$ cat src/sfcs_pkg.sv
// Package with shared types and constants for the SPI flash command sequencer.
package sfcs_pkg;

    localparam logic [23:0] FLASH_LAST_ADDR_DEF = 24'h1FFFFF;

    localparam logic [7:0] CMD_FAST_READ = 8'h0B;
    localparam logic [7:0] CMD_RDSR      = 8'h05;
    localparam logic [7:0] CMD_EWSR      = 8'h50;
    localparam logic [7:0] CMD_WRSR      = 8'h01;
    localparam logic [7:0] CMD_WREN      = 8'h06;
    localparam logic [7:0] CMD_PROG      = 8'h02;
    localparam logic [7:0] CMD_ERASE     = 8'h60;
    localparam logic [7:0] CMD_JEDEC     = 8'h9F;
    localparam logic [7:0] CMD_LEGACY_ID = 8'h90;
    localparam logic [7:0] STATUS_BUSY   = 8'h03;
    localparam logic [7:0] DUMMY_BYTE    = 8'hFF;

    localparam logic [1:0] OP_READ  = 2'd0;
    localparam logic [1:0] OP_PROG  = 2'd1;
    localparam logic [1:0] OP_ERASE = 2'd2;
    localparam logic [1:0] OP_ID    = 2'd3;

    localparam logic [1:0] ID_JEDEC   = 2'd1;
    localparam logic [1:0] ID_INVALID = 2'd3;

    typedef enum logic [3:0] {
        PH_IDLE, PH_RD, PH_JEDEC, PH_LEGACY, PH_SAVE, PH_EWSR_CLR, PH_WRSR_CLR,
        PH_WREN_PROG, PH_PROG, PH_POLL, PH_WREN_TAIL, PH_EWSR_TAIL, PH_WRSR_TAIL,
        PH_WREN_ERASE, PH_ERASE
    } phase_t;

    typedef struct packed {
        logic        req_type;
        logic [1:0]  op;
        logic [23:0] start_address;
        logic [24:0] byte_count;
        logic [1:0]  id_type;
        logic [7:0]  write_byte;
        logic        miso;
    } item_t;

    typedef struct packed {
        logic        cs_n;
        logic        mosi;
        logic        sck_pulse;
        logic        need_byte;
        logic        read_valid;
        logic [7:0]  read_byte;
        logic [23:0] id_value;
        logic        done_res;
        logic        ok;
        logic        busy_res;
    } result_t;

    function automatic logic [2:0] frame_len(input phase_t ph);
        case (ph)
            PH_RD, PH_LEGACY, PH_PROG: frame_len = 3'd5;
            PH_JEDEC: frame_len = 3'd4;
            PH_SAVE, PH_POLL, PH_WRSR_CLR, PH_WRSR_TAIL: frame_len = 3'd2;
            default: frame_len = 3'd1;
        endcase
    endfunction

endpackage

$ cat src/sfcs_engine.sv
// Sequencer state and the per-period step logic feeding the result register.
module sfcs_engine
    import sfcs_pkg::*;
#(
    parameter logic [23:0] FLASH_LAST_ADDR = FLASH_LAST_ADDR_DEF
)
(
    input  logic    clk,
    input  logic    rst_n,
    input  logic    step,
    input  item_t   item,
    output result_t res
);

    phase_t      phase_reg, phase_next;
    logic [2:0]  bit_index_reg, bit_index_next;
    logic [7:0]  shift_byte_reg, shift_byte_next;
    logic [23:0] cur_address_reg, cur_address_next;
    logic [24:0] bytes_left_reg, bytes_left_next;
    logic [7:0]  saved_status_reg, saved_status_next;
    logic [23:0] id_accum_reg, id_accum_next;
    logic [3:0]  op_latched_reg, op_latched_next;
    logic [2:0]  byte_pos_reg, byte_pos_next;
    logic        in_gap_reg, in_gap_next;

    logic        prog;
    logic        src_tx;
    logic [7:0]  src_byte;
    logic [7:0]  sb;
    logic [25:0] last_sum;
    logic        good;
    logic        frame_end;
    phase_t      nxt;

    assign prog = (op_latched_reg[1:0] == OP_PROG);
    assign last_sum = {2'b0, item.start_address} + {1'b0, item.byte_count} - 26'd1;

    always_comb
    begin
        src_tx = 1'b1;
        src_byte = 8'h00;
        case (phase_reg)
            PH_RD, PH_PROG:
            begin
                case (byte_pos_reg)
                    3'd0: src_byte = (phase_reg == PH_RD) ? CMD_FAST_READ : CMD_PROG;
                    3'd1: src_byte = cur_address_reg[23:16];
                    3'd2: src_byte = cur_address_reg[15:8];
                    3'd3: src_byte = cur_address_reg[7:0];
                    3'd4: src_byte = (phase_reg == PH_RD) ? DUMMY_BYTE : item.write_byte;
                    default:
                    begin
                        src_byte = item.write_byte;
                        src_tx = (phase_reg == PH_PROG);
                    end
                endcase
            end
            PH_JEDEC:
            begin
                src_byte = CMD_JEDEC;
                src_tx = (byte_pos_reg == 3'd0);
            end
            PH_LEGACY:
            begin
                if (byte_pos_reg == 3'd0)
                    src_byte = CMD_LEGACY_ID;
                else if (byte_pos_reg == 3'd3)
                    src_byte = {6'd0, op_latched_reg[3:2]};
                src_tx = (byte_pos_reg < 3'd4);
            end
            PH_SAVE, PH_POLL:
            begin
                src_byte = CMD_RDSR;
                src_tx = (byte_pos_reg == 3'd0);
            end
            PH_EWSR_CLR, PH_EWSR_TAIL: src_byte = CMD_EWSR;
            PH_WRSR_CLR: src_byte = (byte_pos_reg == 3'd0) ? CMD_WRSR : 8'h00;
            PH_WRSR_TAIL: src_byte = (byte_pos_reg == 3'd0) ? CMD_WRSR : saved_status_reg;
            PH_WREN_PROG, PH_WREN_TAIL, PH_WREN_ERASE: src_byte = CMD_WREN;
            PH_ERASE: src_byte = CMD_ERASE;
            default: src_byte = 8'h00;
        endcase
    end

    always_comb
    begin
        phase_next = phase_reg;
        bit_index_next = bit_index_reg;
        shift_byte_next = shift_byte_reg;
        cur_address_next = cur_address_reg;
        bytes_left_next = bytes_left_reg;
        saved_status_next = saved_status_reg;
        id_accum_next = id_accum_reg;
        op_latched_next = op_latched_reg;
        byte_pos_next = byte_pos_reg;
        in_gap_next = in_gap_reg;
        res = '0;
        res.cs_n = 1'b1;
        good = 1'b1;
        nxt = PH_IDLE;
        sb = 8'h00;
        frame_end = 1'b0;
        if (phase_reg == PH_IDLE)
        begin
            if (item.req_type)
            begin
                if ((item.op == OP_READ) || (item.op == OP_PROG))
                begin
                    if ((item.byte_count == 25'd0) || (last_sum > {2'b0, FLASH_LAST_ADDR}))
                        good = 1'b0;
                end
                if ((item.op == OP_ID) && (item.id_type == ID_INVALID))
                    good = 1'b0;
                if (!good)
                    res.done_res = 1'b1;
                else
                begin
                    op_latched_next = {item.id_type, item.op};
                    cur_address_next = item.start_address;
                    bytes_left_next = (item.op <= OP_PROG) ? item.byte_count : 25'd0;
                    id_accum_next = 24'd0;
                    bit_index_next = 3'd0;
                    byte_pos_next = 3'd0;
                    in_gap_next = 1'b0;
                    if (item.op == OP_READ)
                        phase_next = PH_RD;
                    else if (item.op == OP_ID)
                        phase_next = (item.id_type == ID_JEDEC) ? PH_JEDEC : PH_LEGACY;
                    else
                        phase_next = PH_SAVE;
                end
            end
        end
        else if (in_gap_reg)
        begin
            case (phase_reg)
                PH_SAVE: nxt = PH_EWSR_CLR;
                PH_EWSR_CLR: nxt = PH_WRSR_CLR;
                PH_WRSR_CLR: nxt = prog ? PH_WREN_PROG : PH_WREN_ERASE;
                PH_WREN_PROG: nxt = PH_PROG;
                PH_PROG: nxt = PH_POLL;
                PH_POLL:
                begin
                    if (shift_byte_reg == STATUS_BUSY)
                        nxt = PH_POLL;
                    else if (prog)
                    begin
                        bytes_left_next = bytes_left_reg - 25'd1;
                        cur_address_next = cur_address_reg + 24'd1;
                        nxt = (bytes_left_reg != 25'd1) ? PH_WREN_PROG : PH_WREN_TAIL;
                    end
                    else
                        nxt = PH_IDLE;
                end
                PH_WREN_TAIL: nxt = PH_EWSR_TAIL;
                PH_EWSR_TAIL: nxt = PH_WRSR_TAIL;
                PH_WREN_ERASE: nxt = PH_ERASE;
                PH_ERASE: nxt = PH_POLL;
                default: nxt = PH_IDLE;
            endcase
            if (nxt == PH_IDLE)
            begin
                res.done_res = 1'b1;
                res.ok = 1'b1;
                if ((phase_reg == PH_JEDEC) || (phase_reg == PH_LEGACY))
                    res.id_value = id_accum_reg;
            end
            phase_next = nxt;
            byte_pos_next = 3'd0;
            bit_index_next = 3'd0;
            in_gap_next = 1'b0;
        end
        else
        begin
            res.cs_n = 1'b0;
            res.sck_pulse = 1'b1;
            if (src_tx)
            begin
                sb = (bit_index_reg == 3'd0) ? src_byte : shift_byte_reg;
                res.mosi = sb[7];
                shift_byte_next = {sb[6:0], 1'b0};
            end
            else
                shift_byte_next = {shift_byte_reg[6:0], item.miso};
            bit_index_next = bit_index_reg + 3'd1;
            if (bit_index_reg == 3'd7)
            begin
                if (!src_tx)
                begin
                    if (phase_reg == PH_RD)
                    begin
                        res.read_valid = 1'b1;
                        res.read_byte = shift_byte_next;
                        bytes_left_next = bytes_left_reg - 25'd1;
                    end
                    else if ((phase_reg == PH_JEDEC) || (phase_reg == PH_LEGACY))
                        id_accum_next = {id_accum_reg[15:0], shift_byte_next};
                    else if ((phase_reg == PH_SAVE) && prog)
                        saved_status_next = shift_byte_next;
                end
                if (phase_reg == PH_RD)
                begin
                    if (byte_pos_reg < 3'd5)
                        byte_pos_next = byte_pos_reg + 3'd1;
                    else if (bytes_left_next == 25'd0)
                        frame_end = 1'b1;
                end
                else
                begin
                    byte_pos_next = byte_pos_reg + 3'd1;
                    if (byte_pos_next >= frame_len(phase_reg))
                        frame_end = 1'b1;
                end
                if (frame_end)
                    in_gap_next = 1'b1;
                else if ((phase_reg == PH_PROG) && (byte_pos_next == 3'd4))
                    res.need_byte = 1'b1;
            end
        end
        res.busy_res = (phase_next != PH_IDLE);
    end

    always_ff @(posedge clk or negedge rst_n)
    begin
        if (!rst_n)
        begin
            phase_reg <= PH_IDLE;
            bit_index_reg <= 3'd0;
            shift_byte_reg <= 8'd0;
            cur_address_reg <= 24'd0;
            bytes_left_reg <= 25'd0;
            saved_status_reg <= 8'd0;
            id_accum_reg <= 24'd0;
            op_latched_reg <= 4'd0;
            byte_pos_reg <= 3'd0;
            in_gap_reg <= 1'b0;
        end
        else if (step)
        begin
            phase_reg <= phase_next;
            bit_index_reg <= bit_index_next;
            shift_byte_reg <= shift_byte_next;
            cur_address_reg <= cur_address_next;
            bytes_left_reg <= bytes_left_next;
            saved_status_reg <= saved_status_next;
            id_accum_reg <= id_accum_next;
            op_latched_reg <= op_latched_next;
            byte_pos_reg <= byte_pos_next;
            in_gap_reg <= in_gap_next;
        end
    end

endmodule

$ cat src/spi_flash_command_sequencer_core.sv
// Top level of the SPI flash command sequencer with input and result registers.
//
// Channel  Dir  Contents
// s_axis   in   one bit-period tick or start request per transaction
// m_axis   out  one pin and status result per accepted transaction
//
// Each transaction is one SPI bit period; one is accepted every clock cycle unless the result side stalls.
// An input register feeds the step logic, whose result goes to a result register.
// A stalled result register holds the step logic, which stalls the input side.
// Reset returns the sequencer to idle and empties both registers.
module spi_flash_command_sequencer_core
    import sfcs_pkg::*;
#(
    parameter logic [23:0] FLASH_LAST_ADDR = FLASH_LAST_ADDR_DEF
)
(
    input  logic        clk,
    input  logic        rst_n,
    input  logic        s_axis_tvalid,
    output logic        s_axis_tready,
    input  logic [63:0] s_axis_tdata,  // op, start_address, byte_count, id_type,
                                       // write_byte, miso
    input  logic        s_axis_tuser,  // req_type
    output logic        m_axis_tvalid,
    input  logic        m_axis_tready,
    output logic [39:0] m_axis_tdata   // cs_n, mosi, sck_pulse, need_byte, read_valid,
                                       // read_byte, id_value, done_res, ok, busy_res
);

    item_t   in_reg;
    logic    in_valid_reg;
    result_t res;
    result_t out_reg;
    logic    out_valid_reg;
    logic    step;

    assign step = in_valid_reg && (!out_valid_reg || m_axis_tready);
    assign s_axis_tready = !in_valid_reg || step;

    always_ff @(posedge clk or negedge rst_n)
    begin
        if (!rst_n)
        begin
            in_valid_reg <= 1'b0;
            out_valid_reg <= 1'b0;
        end
        else
        begin
            if (s_axis_tready)
                in_valid_reg <= s_axis_tvalid;
            if (step)
                out_valid_reg <= 1'b1;
            else if (m_axis_tready)
                out_valid_reg <= 1'b0;
        end
    end

    always_ff @(posedge clk)
    begin
        if (s_axis_tready && s_axis_tvalid)
        begin
            in_reg.req_type <= s_axis_tuser;
            in_reg.op <= s_axis_tdata[1:0];
            in_reg.start_address <= s_axis_tdata[25:2];
            in_reg.byte_count <= s_axis_tdata[50:26];
            in_reg.id_type <= s_axis_tdata[52:51];
            in_reg.write_byte <= s_axis_tdata[60:53];
            in_reg.miso <= s_axis_tdata[61];
        end
        if (step)
            out_reg <= res;
    end

    sfcs_engine #(.FLASH_LAST_ADDR(FLASH_LAST_ADDR)) u_engine (
        .clk(clk),
        .rst_n(rst_n),
        .step(step),
        .item(in_reg),
        .res(res)
    );

    assign m_axis_tvalid = out_valid_reg;
    assign m_axis_tdata = {out_reg.busy_res, out_reg.ok, out_reg.done_res, out_reg.id_value,
                           out_reg.read_byte, out_reg.read_valid, out_reg.need_byte,
                           out_reg.sck_pulse, out_reg.mosi, out_reg.cs_n};

endmodule
$ cat config.mk
export PLATFORM = sky130hd
export DESIGN_NAME = spi_flash_command_sequencer_core
export DESIGN_NICKNAME = d
export VERILOG_FILES = /design/src/sfcs_pkg.sv /design/src/sfcs_engine.sv /design/src/spi_flash_command_sequencer_core.sv
export SDC_FILE = /design/constraint.sdc
export NUM_CORES = 1
export LEC_CHECK = 0
export BUFFER_PORTS_ARGS = -buffer_cell sky130_fd_sc_hd__buf_2
export CAP_MARGIN = 10
export CORE_ASPECT_RATIO = 0.5
export CORE_MARGIN = 3
export CORE_UTILIZATION = 61
export CTS_BUF_LIST = sky130_fd_sc_hd__clkbuf_16
export CTS_CLUSTER_DIAMETER = 80
export DETAILED_ROUTE_END_ITERATION = 10
export PLACE_DENSITY = 0.81
export REMOVE_ABC_BUFFERS = 1
export SLEW_MARGIN = 20
export SYNTH_ARGS = -nofsm -noshare
export SYNTH_HDL_FRONTEND = slang
export SYNTH_SLANG_ARGS = --single-unit
export TNS_END_PERCENT = 5
$ cat constraint.sdc
create_clock -name clk -period 4.2 [get_ports clk]
set_input_delay 0.84 -clock clk [delete_from_list [all_inputs] [get_ports clk]]
set_output_delay 0.84 -clock clk [all_outputs]
set_load 0.05 [all_outputs]
* Word level (Yosys, flattened, before mapping)
Memories as Yosys holds them, arrays and structs flattened.
Index checks and enable logic that the tools add are counted.
** Storage, ports and cells
- Memories :: 1
- Flip-flop bits (word level) :: 209
- Bits in read-only memories :: 48
- Bits of input ports :: 69
- Word-level logic and storage cells :: 235
- Output and inout bits :: 42
** Memory list
- (no name shown) :: depth 16, bits a word 3, read ports 1, clocked after memory_dff 0, wr ports 0, line sfcs_pkg.sv:56 : case (ph)
** Cells by class
- $lt $le $gt $ge :: 5
- $add $sub $neg :: 6
- Reductions and logical operators :: 48
- Bitwise logic cells :: 7
- Equality and inequality tests :: 36
- Mux-type cells :: 103
** Operators with widths (count)
- 2-to-1 mux 24 bit :: 15
- 2-to-1 mux 25 bit :: 14
- one-hot mux 8 bit (9 select lines) :: 1
- 2-to-1 mux 4 bit :: 13
- zero test 25 bit :: 2
- 2-to-1 mux 3 bit :: 16
- 2-to-1 mux 8 bit :: 5
- one-hot mux 8 bit (5 select lines) :: 1
- one-hot mux 4 bit (9 select lines) :: 1
- 2-to-1 mux 1 bit :: 29
- == test 4 bit, second input constant :: 7
- adder 24 x 25 -> 26 bit :: 1
- greater-than comparator 26 x 21 -> 1 bit, second input constant :: 1
- subtractor 26 x 1 -> 26 bit, second input constant :: 1
- != test 25 x 1 -> 1 bit, second input constant :: 1
- subtractor 25 x 1 -> 25 bit, second input constant :: 1
- adder 24 x 1 -> 24 bit, second input constant :: 1
- 2-to-1 mux 9 bit :: 2
- == test 4 x 3 -> 1 bit, second input constant :: 4
- AND reduction 8 bit :: 2
- AND reduction 7 bit :: 2
- 2-to-1 mux 13 bit :: 1
- nonzero test 2 bit :: 6
- OR reduction 4 bit :: 3
- 32 further kinds :: 75

* Longest topological paths before layout
Gate-level depths: netlist (run 1).
- Depth after elaboration :: 19
- Depth in mapped cells :: 18
- Depth with buffers taken out :: 16

* Modules after synthesis
Synthesis (run 1) repeated with hierarchy kept, for this count alone.
** Second synthesis, totals
- Cells, all modules :: 1354
- Area, all modules :: 12455.7 sq um
** Modules (own cells, without submodules)
- sfcs_engine :: cells an instance 1243, instances 1, seq. area each 2602.5 sq um, area an instance 9258.9 sq um
- spi_flash_command_sequencer_core :: cells an instance 111, instances 1, seq. area each 3143.0 sq um, area an instance 3196.8 sq um

* Least setup slack after synthesis (run 1)
OpenSTA, ideal clock, no wires.
- Path type :: register to register
- Start :: reg in_reg[12] (netlist bit)
- End :: reg u_engine.cur_address_reg[17]
- Clock period less this slack :: 3754 ps
- Setup time :: 121 ps
- Data required time :: 4079 ps
- Path buffers :: 2
- Arrival :: 3633 ps
- Stages on the path, launching flop included :: 18
- Slack :: 446 ps
- Cells stage by stage :: edfxtp_1 > inv_1 > ha_1 > inv_1 > ha_1 > inv_1 > fa_1 > nor2b_1 > o31ai_1 > a311o_1 > a311o_1 > a21oi_1 > o2111ai_1 > o32a_4 > o31a_1 > buf_4 > buf_6 > o22a_1
** On the way
- Word-level cells in the longest chain between the ends :: 11
- Elaborated cells on any way between the ends :: 12
- Those cells by class :: add/sub: 2; order compare: 1; eq/ne: 1; mux: 5; reduce/logical: 3
** Ends and longest elaborated chain
- start, declared :: line spi_flash_command_sequencer_core.sv:30 : item_t in_reg;
- adder 24 x 25 -> 26 bit :: line sfcs_engine.sv:36 : assign last_sum = {2'b0, item.start_address} + {1'b0, item.byte_count} - 26'd1;
- subtractor 26 x 1 -> 26 bit :: line sfcs_engine.sv:36
- greater-than comparator 26 x 21 -> 1 bit :: line sfcs_engine.sv:109 : if ((item.byte_count == 25'd0) || (last_sum > {2'b0, FLASH_LAST_ADDR}))
- logical OR 1 bit (*) :: line sfcs_engine.sv:109
- 2-to-1 mux 1 bit (*) :: line sfcs_engine.sv:109
- 2-to-1 mux 1 bit (*) :: line sfcs_engine.sv:107 : if ((item.op == OP_READ) || (item.op == OP_PROG))
- 2-to-1 mux 1 bit (*) :: line sfcs_engine.sv:112 : if ((item.op == OP_ID) && (item.id_type == ID_INVALID))
- 2-to-1 mux 1 bit (*) :: line sfcs_engine.sv:105 : if (item.req_type)
- 2-to-1 mux 1 bit (*) :: line sfcs_engine.sv:103 : if (phase_reg == PH_IDLE)
- != test 2 bit (no line) (*)
- AND reduction 7 bit (no line) (*)
- end signal, assigned :: line sfcs_engine.sv:243 : cur_address_reg <= cur_address_next;
- end, declared :: line sfcs_engine.sv:18 : logic [23:0] cur_address_reg, cur_address_next;
Every way passes the cells marked *; elsewhere a longest branch is shown, timed or not. The select of a mux whose other input is x is not followed.
A chain may end at the register's enable or synchronous reset.

* Final worst setup path (run 1)
- Start :: reg in_reg[12] (netlist bit)
- End :: reg u_engine.id_accum_reg[22]
** On the way
- Word-level cells in the longest chain between the ends :: 11
- Elaborated cells on any way between the ends :: 12
- Those cells by class :: add/sub: 2; order compare: 1; eq/ne: 1; mux: 5; reduce/logical: 3
** Ends and longest elaborated chain
- adder 24 x 25 -> 26 bit :: line sfcs_engine.sv:36
- subtractor 26 x 1 -> 26 bit :: line sfcs_engine.sv:36
- greater-than comparator 26 x 21 -> 1 bit :: line sfcs_engine.sv:109
- logical OR 1 bit (*) :: line sfcs_engine.sv:109
- 2-to-1 mux 1 bit (*) :: line sfcs_engine.sv:109
- 2-to-1 mux 1 bit (*) :: line sfcs_engine.sv:107
- 2-to-1 mux 1 bit (*) :: line sfcs_engine.sv:112
- 2-to-1 mux 1 bit (*) :: line sfcs_engine.sv:105
- 2-to-1 mux 1 bit (*) :: line sfcs_engine.sv:103
- != test 2 bit (no line) (*)
- AND reduction 8 bit (no line) (*)
- end signal, assigned :: line sfcs_engine.sv:246 : id_accum_reg <= id_accum_next;
- end, declared :: line sfcs_engine.sv:21 : logic [23:0] id_accum_reg, id_accum_next;
Marks and branches as above.

==> out/qor.txt, run 1 <==
========================================================================================
Fraction of the mapped netlist area in compound gates .....................        19.1%
Layout area overhead ......................................................        14.2%
Proportion of synthesized chip area in sequential cells ...................        46.3%
Aggregate negative setup slack ............................................         0 ps
Area enclosed by the die boundary .........................................    22200 um2
H-tree level count ........................................................            1
Portion of total power attributed to the clock network ....................        27.9%
Launch instance of the worst register-to-register path .................... in_reg[12]$_DFFE_PP_
HPWL after detailed placement .............................................      24.8 mm
Sequential group share of total power .....................................        40.6%
Depth of the worst register-to-register path ..............................           18
Max-cap violations ........................................................            0
First-pass GRT wire length ................................................      54.8 mm
Gate power share ..........................................................        31.5%
Number of standard cells after synthesis ..................................         1333
Total Wirelength ..........................................................      35.0 mm
Number of remaining DRC errors ............................................            0
DRC violation total after the first TritonRoute iteration .................         1541
Number of placed instances with taps included .............................         1693
Total power per unit cell area ............................................   443 nW/um2
Fmax achieved .............................................................    0.246 GHz
Actual transition at the worst max-transition pin .........................      1070 ps
Fin crit period ...........................................................      4070 ps
First-pass iteration count of the detailed router .........................            6
Core box area .............................................................    19700 um2
Cell area after layout ....................................................    14200 um2
Yosys warns ...............................................................            0
Placer congestion estimate ................................................        0.938
Global route overflow .....................................................            0
TritonCTS clock tree ......................................................         done
Crit path kind ............................................................   reg -> reg
Share of post-route cells with drive strength above 1 .....................        15.9%
Mapped cell area ..........................................................    12400 um2
Post-synthesis simple-gate area fraction ..................................        17.5%
Initial antenna violation count ...........................................            0
Clock slew at reported path FFs ...........................................        70 ps
Int Pwr ...................................................................    0.00397 W
Final std cells w/o fill ..................................................         1734
Via count of the first global-routing pass ................................        10400
Slew Viols, Final .........................................................            0
Largest net degree at the start of global routing .........................           83
Most frequent cells after synthesis ....................................... 140 x inv_1, 117 x nand2_1, 114 x nor2_1
Worst setup SP type .......................................................         flop
Total GRT Usage ...........................................................        30.7%
Proportion of synthesized flip-flops having asynchronous set or reset .....        50.7%
Result of the run ......................................................... complete, no violations
Worst R2R End ............................................................. u_engine.id_accum_reg[22]$_DFFE_PN0P_
Post-synthesis mux area share .............................................        2.92%
Total of endpoints with negative setup slack in the final report ..........            0
Post-DP Area ..............................................................    13400 um2
Share of the synthesized area in the top cell type ........................        24.9%
Clock buffer depth ........................................................            3
Crit path capture type ....................................................         flop
Data required time at the worst endpoint ..................................      4570 ps
Via density per instance ..................................................         6.29
Post-layout total power ...................................................    0.00628 W
TritonCTS Sinks ...........................................................          209
Data arrival time of the worst path .......................................      4440 ps
Horizontal die dimension ..................................................       208 um
Worst VDD drop ............................................................       325 uV
Reg2reg setup slack .......................................................       130 ps
Num CTS Buffers ...........................................................           20
Number of library cell types mapped by synthesis ..........................           83
Top-Level Pins ............................................................          111
Vert. Die Dim .............................................................       107 um
Antenna cells .............................................................            0
Synthesized-area fraction occupied by adder cells .........................        6.71%
CP Max Fanout .............................................................            7
Syn_area_per_cell .........................................................     9.32 um2
Worst max-slew margin expressed relative to the limit .....................        28.4%
Worst min-delay path category .............................................  in -> async
Register bit count reported by yosys ......................................          209
Final ANT Viol Nets .......................................................            0
Clock Skew ................................................................      19.0 ps
Psw .......................................................................    0.00231 W
Quantity of I/O buffers inserted on ports .................................          108
Switching share of power ..................................................        36.8%
Synth area leaders ........................................................ edfxtp_1 25%, dfrtp_1 21%, ha_1 6.5%
Starting utilization of the core area .....................................        63.0%
Number of flops mapped to enable cells by yosys ...........................          103
Max FFs per register ......................................................           63
Largest family of logic cells by synthesized area ......................... compound AO/OA/AOI/OAI gates
Portion of the clock cycle consumed by the worst path in the final layout .        96.9%
Dominant cell by count in the synthesized netlist .........................        inv_1
Dominant cell type by area after synthesis ................................     edfxtp_1
Number of hold violations in the final report .............................            0
Total number of nets in the final design ..................................         1589
Clock insertion delay at the later pin of the skew report .................       520 ps
Top flip-flop cell by instance count after synthesis ......................      dfrtp_1
Routed length per placed instance .........................................      20.2 um
Root Buffer Master ........................................................    clkbuf_16
Number of rows created at floorplan .......................................           36
Routed via count ..........................................................        10900
Leakage power of the design ...............................................      6.43 nW
Xor/xnor cell area share of the yosys netlist .............................       0.776%
========================================================================================
## repair_timing
action	in CTS	in global routing
gates resized for setup	0	16
setup endpoints to repair	0	78
setup buffers	0	4
hold buffers	0	0
## power groups by stage
stage                     Sequential (W)  Combinational (W)  Clock [W]
after floorplan                  0.00267            0.00115          0
after global placement           0.00257            0.00181          0
after detailed placement         0.00258            0.00188          0
after CTS                        0.00254            0.00190    0.00178
after global routing             0.00257            0.00217    0.00187
final                            0.00255            0.00198    0.00175
## layer usage
| layer | wire length [um] | vias up | GRT usage [%] |
|---|---|---|---|
| li1 | - | 5042 | - |
| met1 | 14700 | 5196 | 43.0 |
| met2 | 15800 | 597 | 48.2 |
| met3 | 3640 | 77 | 7.89 |
| met4 | 795 | 0 | 8.22 |
| met5 | 0 | - | 0 |
## through the flow
stage	hold WS (ps)	util (%)	setup WS [ps]
after detailed placement	487	68.1	56.9
after global routing	436	71.9	-33.0
final	397	71.9	131
after global placement	471	68.1	108
after floorplan	442	-	-3410
after CTS	481	71.3	7.89
## layout by cell type, fill, tap and decap left out, types with 8 or more instances in the layout
cell type / n
a21o_1: 9
a21oi_1: 95
a221oi_1: 9
a222oi_1: 8
a22oi_1: 12
a31oi_1: 16
and2_1: 31
and3_1: 8
buf_2: 107
buf_4: 51
clkbuf_16: 22
dfrtp_1: 106
edfxtp_1: 103
ha_1: 65
inv_1: 142
mux2_2: 10
mux2i_1: 21
nand2_1: 117
nand2b_1: 10
nand3_1: 41
nor2_1: 114
nor2b_1: 14
nor3_1: 31
nor4_1: 17
o211ai_1: 12
o21ai_0: 77
o21ai_1: 23
o22a_1: 12
o31ai_1: 14
or3_1: 13
## cell families after synthesis
group | after synthesis
compound gates | 363
flops | 209
xor+xnor | 11
fa+ha+maj | 66
buf+inv | 210
simple gates | 440
mux | 34
## worst max-delay path by stage
| stage | to | slack (ps) | cells past startpoint | from |
|---|---|---|---|---|
| after global routing | u_engine.id_accum_reg[10]$_DFFE_PN0P_ | -30 | 19 | in_reg[12]$_DFFE_PP_ |
| final | u_engine.id_accum_reg[22]$_DFFE_PN0P_ | 130 | 18 | in_reg[12]$_DFFE_PP_ |
| after CTS | u_engine.id_accum_reg[22]$_DFFE_PN0P_ | 8 | 17 | in_reg[12]$_DFFE_PP_ |
| after floorplan | u_engine.cur_address_reg[21]$_DFFE_PN0P_ | -3410 | 6 | u_engine.phase_reg[2]$_DFFE_PN0P_ |
| after global placement | u_engine.id_accum_reg[7]$_DFFE_PN0P_ | 110 | 17 | in_reg[12]$_DFFE_PP_ |
| after detailed placement | u_engine.bytes_left_reg[22]$_DFFE_PN0P_ | 60 | 18 | in_reg[12]$_DFFE_PP_ |
## layout make-up
type | count | area (um2)
Clock buffer | 22 | 551
Multi-Input combinational cell | 915 | 5910
Sequential cell | 209 | 5750
Timing Repair Buffer | 166 | 1030
Inverter | 142 | 533
Fill cell | 1467 | 5550
Tap cell | 266 | 333
Clock inverter | 14 | 73.8
## critical path, cell delays in order, from the launching register on
cell and delay [ps]:
edfxtp_1 420, inv_1 80, ha_1 220, inv_1 60, ha_1 170, inv_1 60
fa_1 370, nor2b_1 140, o31ai_1 80, a311o_1 300, a311o_1 340, a21oi_2 150
o2111ai_2 150, o32a_4 470, o22ai_4 170, buf_12 160, nand3_4 160, buf_6 240
mux2i_4 190
No activity file was read; power rests on OpenSTA's default activity.
==> run 2: changes to the inputs <==
--- a/config.mk
+++ b/config.mk
@@ -13,7 +13,7 @@
 export CTS_BUF_LIST = sky130_fd_sc_hd__clkbuf_16
 export CTS_CLUSTER_DIAMETER = 80
 export DETAILED_ROUTE_END_ITERATION = 10
-export PLACE_DENSITY = 0.81
+export PLACE_DENSITY = 0.82
 export REMOVE_ABC_BUFFERS = 1
 export SLEW_MARGIN = 20
 export SYNTH_ARGS = -nofsm -noshare
==> run 2 against run 1 <==
  * Largest cell class unchanged
  * Power increased by 1.7%
  * Flip-flop and latch count unchanged
  * Cell area increased by 0.28%
  * Die area unchanged
==> out/qor.txt, run 2 (synthesized netlist as in run 1, its figures left out) <==
========================================================================================
Starting utilization of the core area .....................................        63.0%   unchanged
DRC violation total after the first TritonRoute iteration .................         1253   -19%
Total of endpoints with negative setup slack in the final report ..........            0   unchanged
Crit path capture type ....................................................         flop
Horizontal die dimension ..................................................       208 um   unchanged
Setup repair after global routing missed its margin .......................          yes
Crit path kind ............................................................   reg -> reg
Clock insertion delay at the later pin of the skew report .................       530 ps   about the same
Met3 wire length ..........................................................      3.49 mm   -4.2%
Data arrival time of the worst path .......................................      4470 ps   +30 ps
Top-Level Pins ............................................................          111   unchanged
Result of the run ......................................................... complete, no violations
Total GRT Usage ...........................................................        30.5%   -0.21 points
Initial antenna violation count ...........................................            0   unchanged
Launch instance of the worst register-to-register path .................... in_reg[12]$_DFFE_PP_
Layout area overhead ......................................................        14.5%
Number of remaining DRC errors ............................................            0   unchanged
Worst setup SP type .......................................................         flop
Antenna cells .............................................................            0   unchanged
Worst max-slew margin expressed relative to the limit .....................        29.1%   +0.66 points
Clock buffer depth ........................................................            3   unchanged
First-pass GRT wire length ................................................      54.2 mm   -1.0%
Worst VDD drop ............................................................       304 uV   -6.4%
Share of post-route cells with drive strength above 1 .....................        16.0%   +0.093 points
Cell with the largest stage delay on the worst path .......................     edfxtp_1
Minimum setup slack after placement .......................................     -39.9 ps   -96.8 ps
Worst Path Buf+Inv ........................................................            4   -1
Placer congestion estimate ................................................        0.946   +0.79%
Sequential group share of total power .....................................        40.0%   -0.6 points
Routed via count ..........................................................        10800   -1.1%
Portion of total power attributed to the clock network ....................        29.1%   +1.2 points
Actual transition at the worst max-transition pin .........................      1060 ps   -9.81 ps
Root Buffer Master ........................................................    clkbuf_16
Leakage power of the design ...............................................      6.47 nW   +0.75%
DR WL met2 ................................................................      15.1 mm   -4.9%
TritonCTS Sinks ...........................................................          209   unchanged
Core box area .............................................................    19700 um2   unchanged
Largest net degree at the start of global routing .........................           83   unchanged
HPWL after detailed placement .............................................      24.9 mm   +0.46%
Depth of the worst register-to-register path ..............................           17   -1
Cell area after layout ....................................................    14200 um2   +0.28%
Launching instance or port of the critical path ........................... in_reg[12]$_DFFE_PP_
H-tree level count ........................................................            1   unchanged
Max-cap violations ........................................................            0   unchanged
Number of rows created at floorplan .......................................           36   unchanged
Num CTS Buffers ...........................................................           20   unchanged
Worst R2R End ............................................................. u_engine.bytes_left_reg[10]$_DFFE_PN0P_
Most frequent standard cell in the layout excluding fill and tap cells ....        inv_1
Clock slew at reported path FFs ...........................................        70 ps   about the same
Post-route setup slack ....................................................       130 ps   -1.55 ps
First-pass iteration count of the detailed router .........................            6   unchanged
Critical path's top delay family .......................................... compound AO/OA/AOI/OAI gates
Number of hold buffers added after cts ....................................            0   unchanged
Commonest cells after routing, fill and taps aside ........................ 144 x inv_1, 117 x nand2_1, 114 x nor2_1, 107 x buf_2, 106 x dfrtp_1
Largest incremental delay on the critical path ............................       440 ps   -30 ps
Via count of the first global-routing pass ................................        10200   -2.0%
Clock Skew ................................................................      24.7 ps   +5.65 ps
TritonCTS clock tree ......................................................         done
Total number of nets in the final design ..................................         1593   +0.25%
Final ANT Viol Nets .......................................................            0   unchanged
Critical Path Most Common Cell ............................................        inv_1
Reg2reg setup slack .......................................................       130 ps   about the same
Via density per instance ..................................................         6.21   -1.3%
Total Wirelength ..........................................................      34.2 mm   -2.3%
Number of hold violations in the final report .............................            0   unchanged
Slew Viols, Final .........................................................            0   unchanged
Max FFs per register ......................................................           63   unchanged
Fmax achieved .............................................................    0.246 GHz   about the same
Routed length per placed instance .........................................      19.7 um   -2.6%
CP Max Fanout .............................................................            5   -2
Psw .......................................................................    0.00230 W   -0.35%
Met1 layer wirelength in the final routing ................................      14.7 mm   -0.53%
Max layer used ............................................................         met4
Fin crit period ...........................................................      4070 ps   +1.55 ps
Total power per unit cell area ............................................   450 nW/um2   +1.5%
Cells along the critical path ............................................. inv_1, ha_1, inv_1, ha_1, inv_1, fa_1, nor2b_1, o31ai_1, a311o_1, a311o_1, a21oi_1, o2111ai_1, o32a_4, o22ai_4, buf_6, o211ai_2, a221o_1
Stages on worst setup path ................................................           17   -1
Global route overflow .....................................................            0   unchanged
End-of-flow core utilization ..............................................        72.1%   +0.20 points
CP Capture Point .......................................................... u_engine.bytes_left_reg[10]$_DFFE_PN0P_
Area enclosed by the die boundary .........................................    22200 um2   unchanged
Quantity of I/O buffers inserted on ports .................................          108   unchanged
Post-DP Area ..............................................................    13500 um2   +0.22%
Portion of the clock cycle consumed by the worst path in the final layout .        96.9%   about the same
Worst min-delay path category .............................................  in -> async
Post-layout total power ...................................................    0.00639 W   +1.7%
Data required time at the worst endpoint ..................................      4600 ps   +30 ps
Int Pwr ...................................................................    0.00409 W   +3.0%
Switching share of power ..................................................        36.1%   -0.76 points
Gate power share ..........................................................        30.9%   -0.6 points
Vert. Die Dim .............................................................       107 um   unchanged
========================================================================================
run 2: changes by cell type in the layout (fill, tap and decap cells not counted), sizes merged:
cell,previous run,this run
buf,166,171
bufinv,0,3
clkinvlp,3,0
inv,143,146
clkbuf,22,20
clkinv,10,9
nand3,43,42
run 2: worst min-delay path by stage:
stage                     slack, ps  cells after the start                                  endpoint                                     start
after floorplan                 440                      2  u_engine.saved_status_reg[3]$_DFFE_PN0P_  u_engine.saved_status_reg[3]$_DFFE_PN0P_
after global placement          470                      1                 m_axis_tvalid$_DFFE_PN0P_                  in_valid_reg$_DFFE_PN0N_
after detailed placement        480                      2  u_engine.saved_status_reg[6]$_DFFE_PN0P_  u_engine.saved_status_reg[6]$_DFFE_PN0P_
after CTS                       470                      1                       in_reg[8]$_DFFE_PP_                          s_axis_tdata[60]
after global routing            420                      1                  in_valid_reg$_DFFE_PN0N_                                     rst_n
final                           370                      1     u_engine.id_accum_reg[20]$_DFFE_PN0P_                                     rst_n
run 2: layout make-up:
type                       instances  area [um2]
multi-input combinational        914        5870
sequential                       209        5750
fill                            1459        5510
timing repair buffer             171        1070
inverter                         142         533
clock buffer                      20         500
tap                              266         333
clock inverter                    16         164
run 2: metal layers:
layer | global-route usage, % | up-vias
met5 | 0 | -
met2 | 46.3 | 516
li1 | - | 5060
met3 | 8.89 | 76
met1 | 43.1 | 5144
met4 | 8.60 | 0
run 2: timing repair:
item | in CTS | in global routing
resized for setup | 1 | 8
pin swaps | 2 | 4
endpoints found under the setup margin | 5 | 57
buffers inserted | 0 | 5
run 2: power by group through the flow:
stage	logic, W	clock network (W)	registers [W]
detailed placement	0.00190	0	0.00258
floorplan	0.00115	0	0.00267
finish	0.00197	0.00186	0.00256
CTS	0.00192	0.00187	0.00255
global placement	0.00184	0	0.00257
global route	0.00216	0.00197	0.00258
run 2: metrics by stage:
stage,hold slack [ps],setup TNS (ps),std cells
2_1_floorplan,442,-308970,1265
3_3_place_gp,472,0,1697
3_5_place_dp,479,-160,1697
4_1_cts,469,0,1733
5_1_grt,418,-104,1738
6_report,366,0,1738
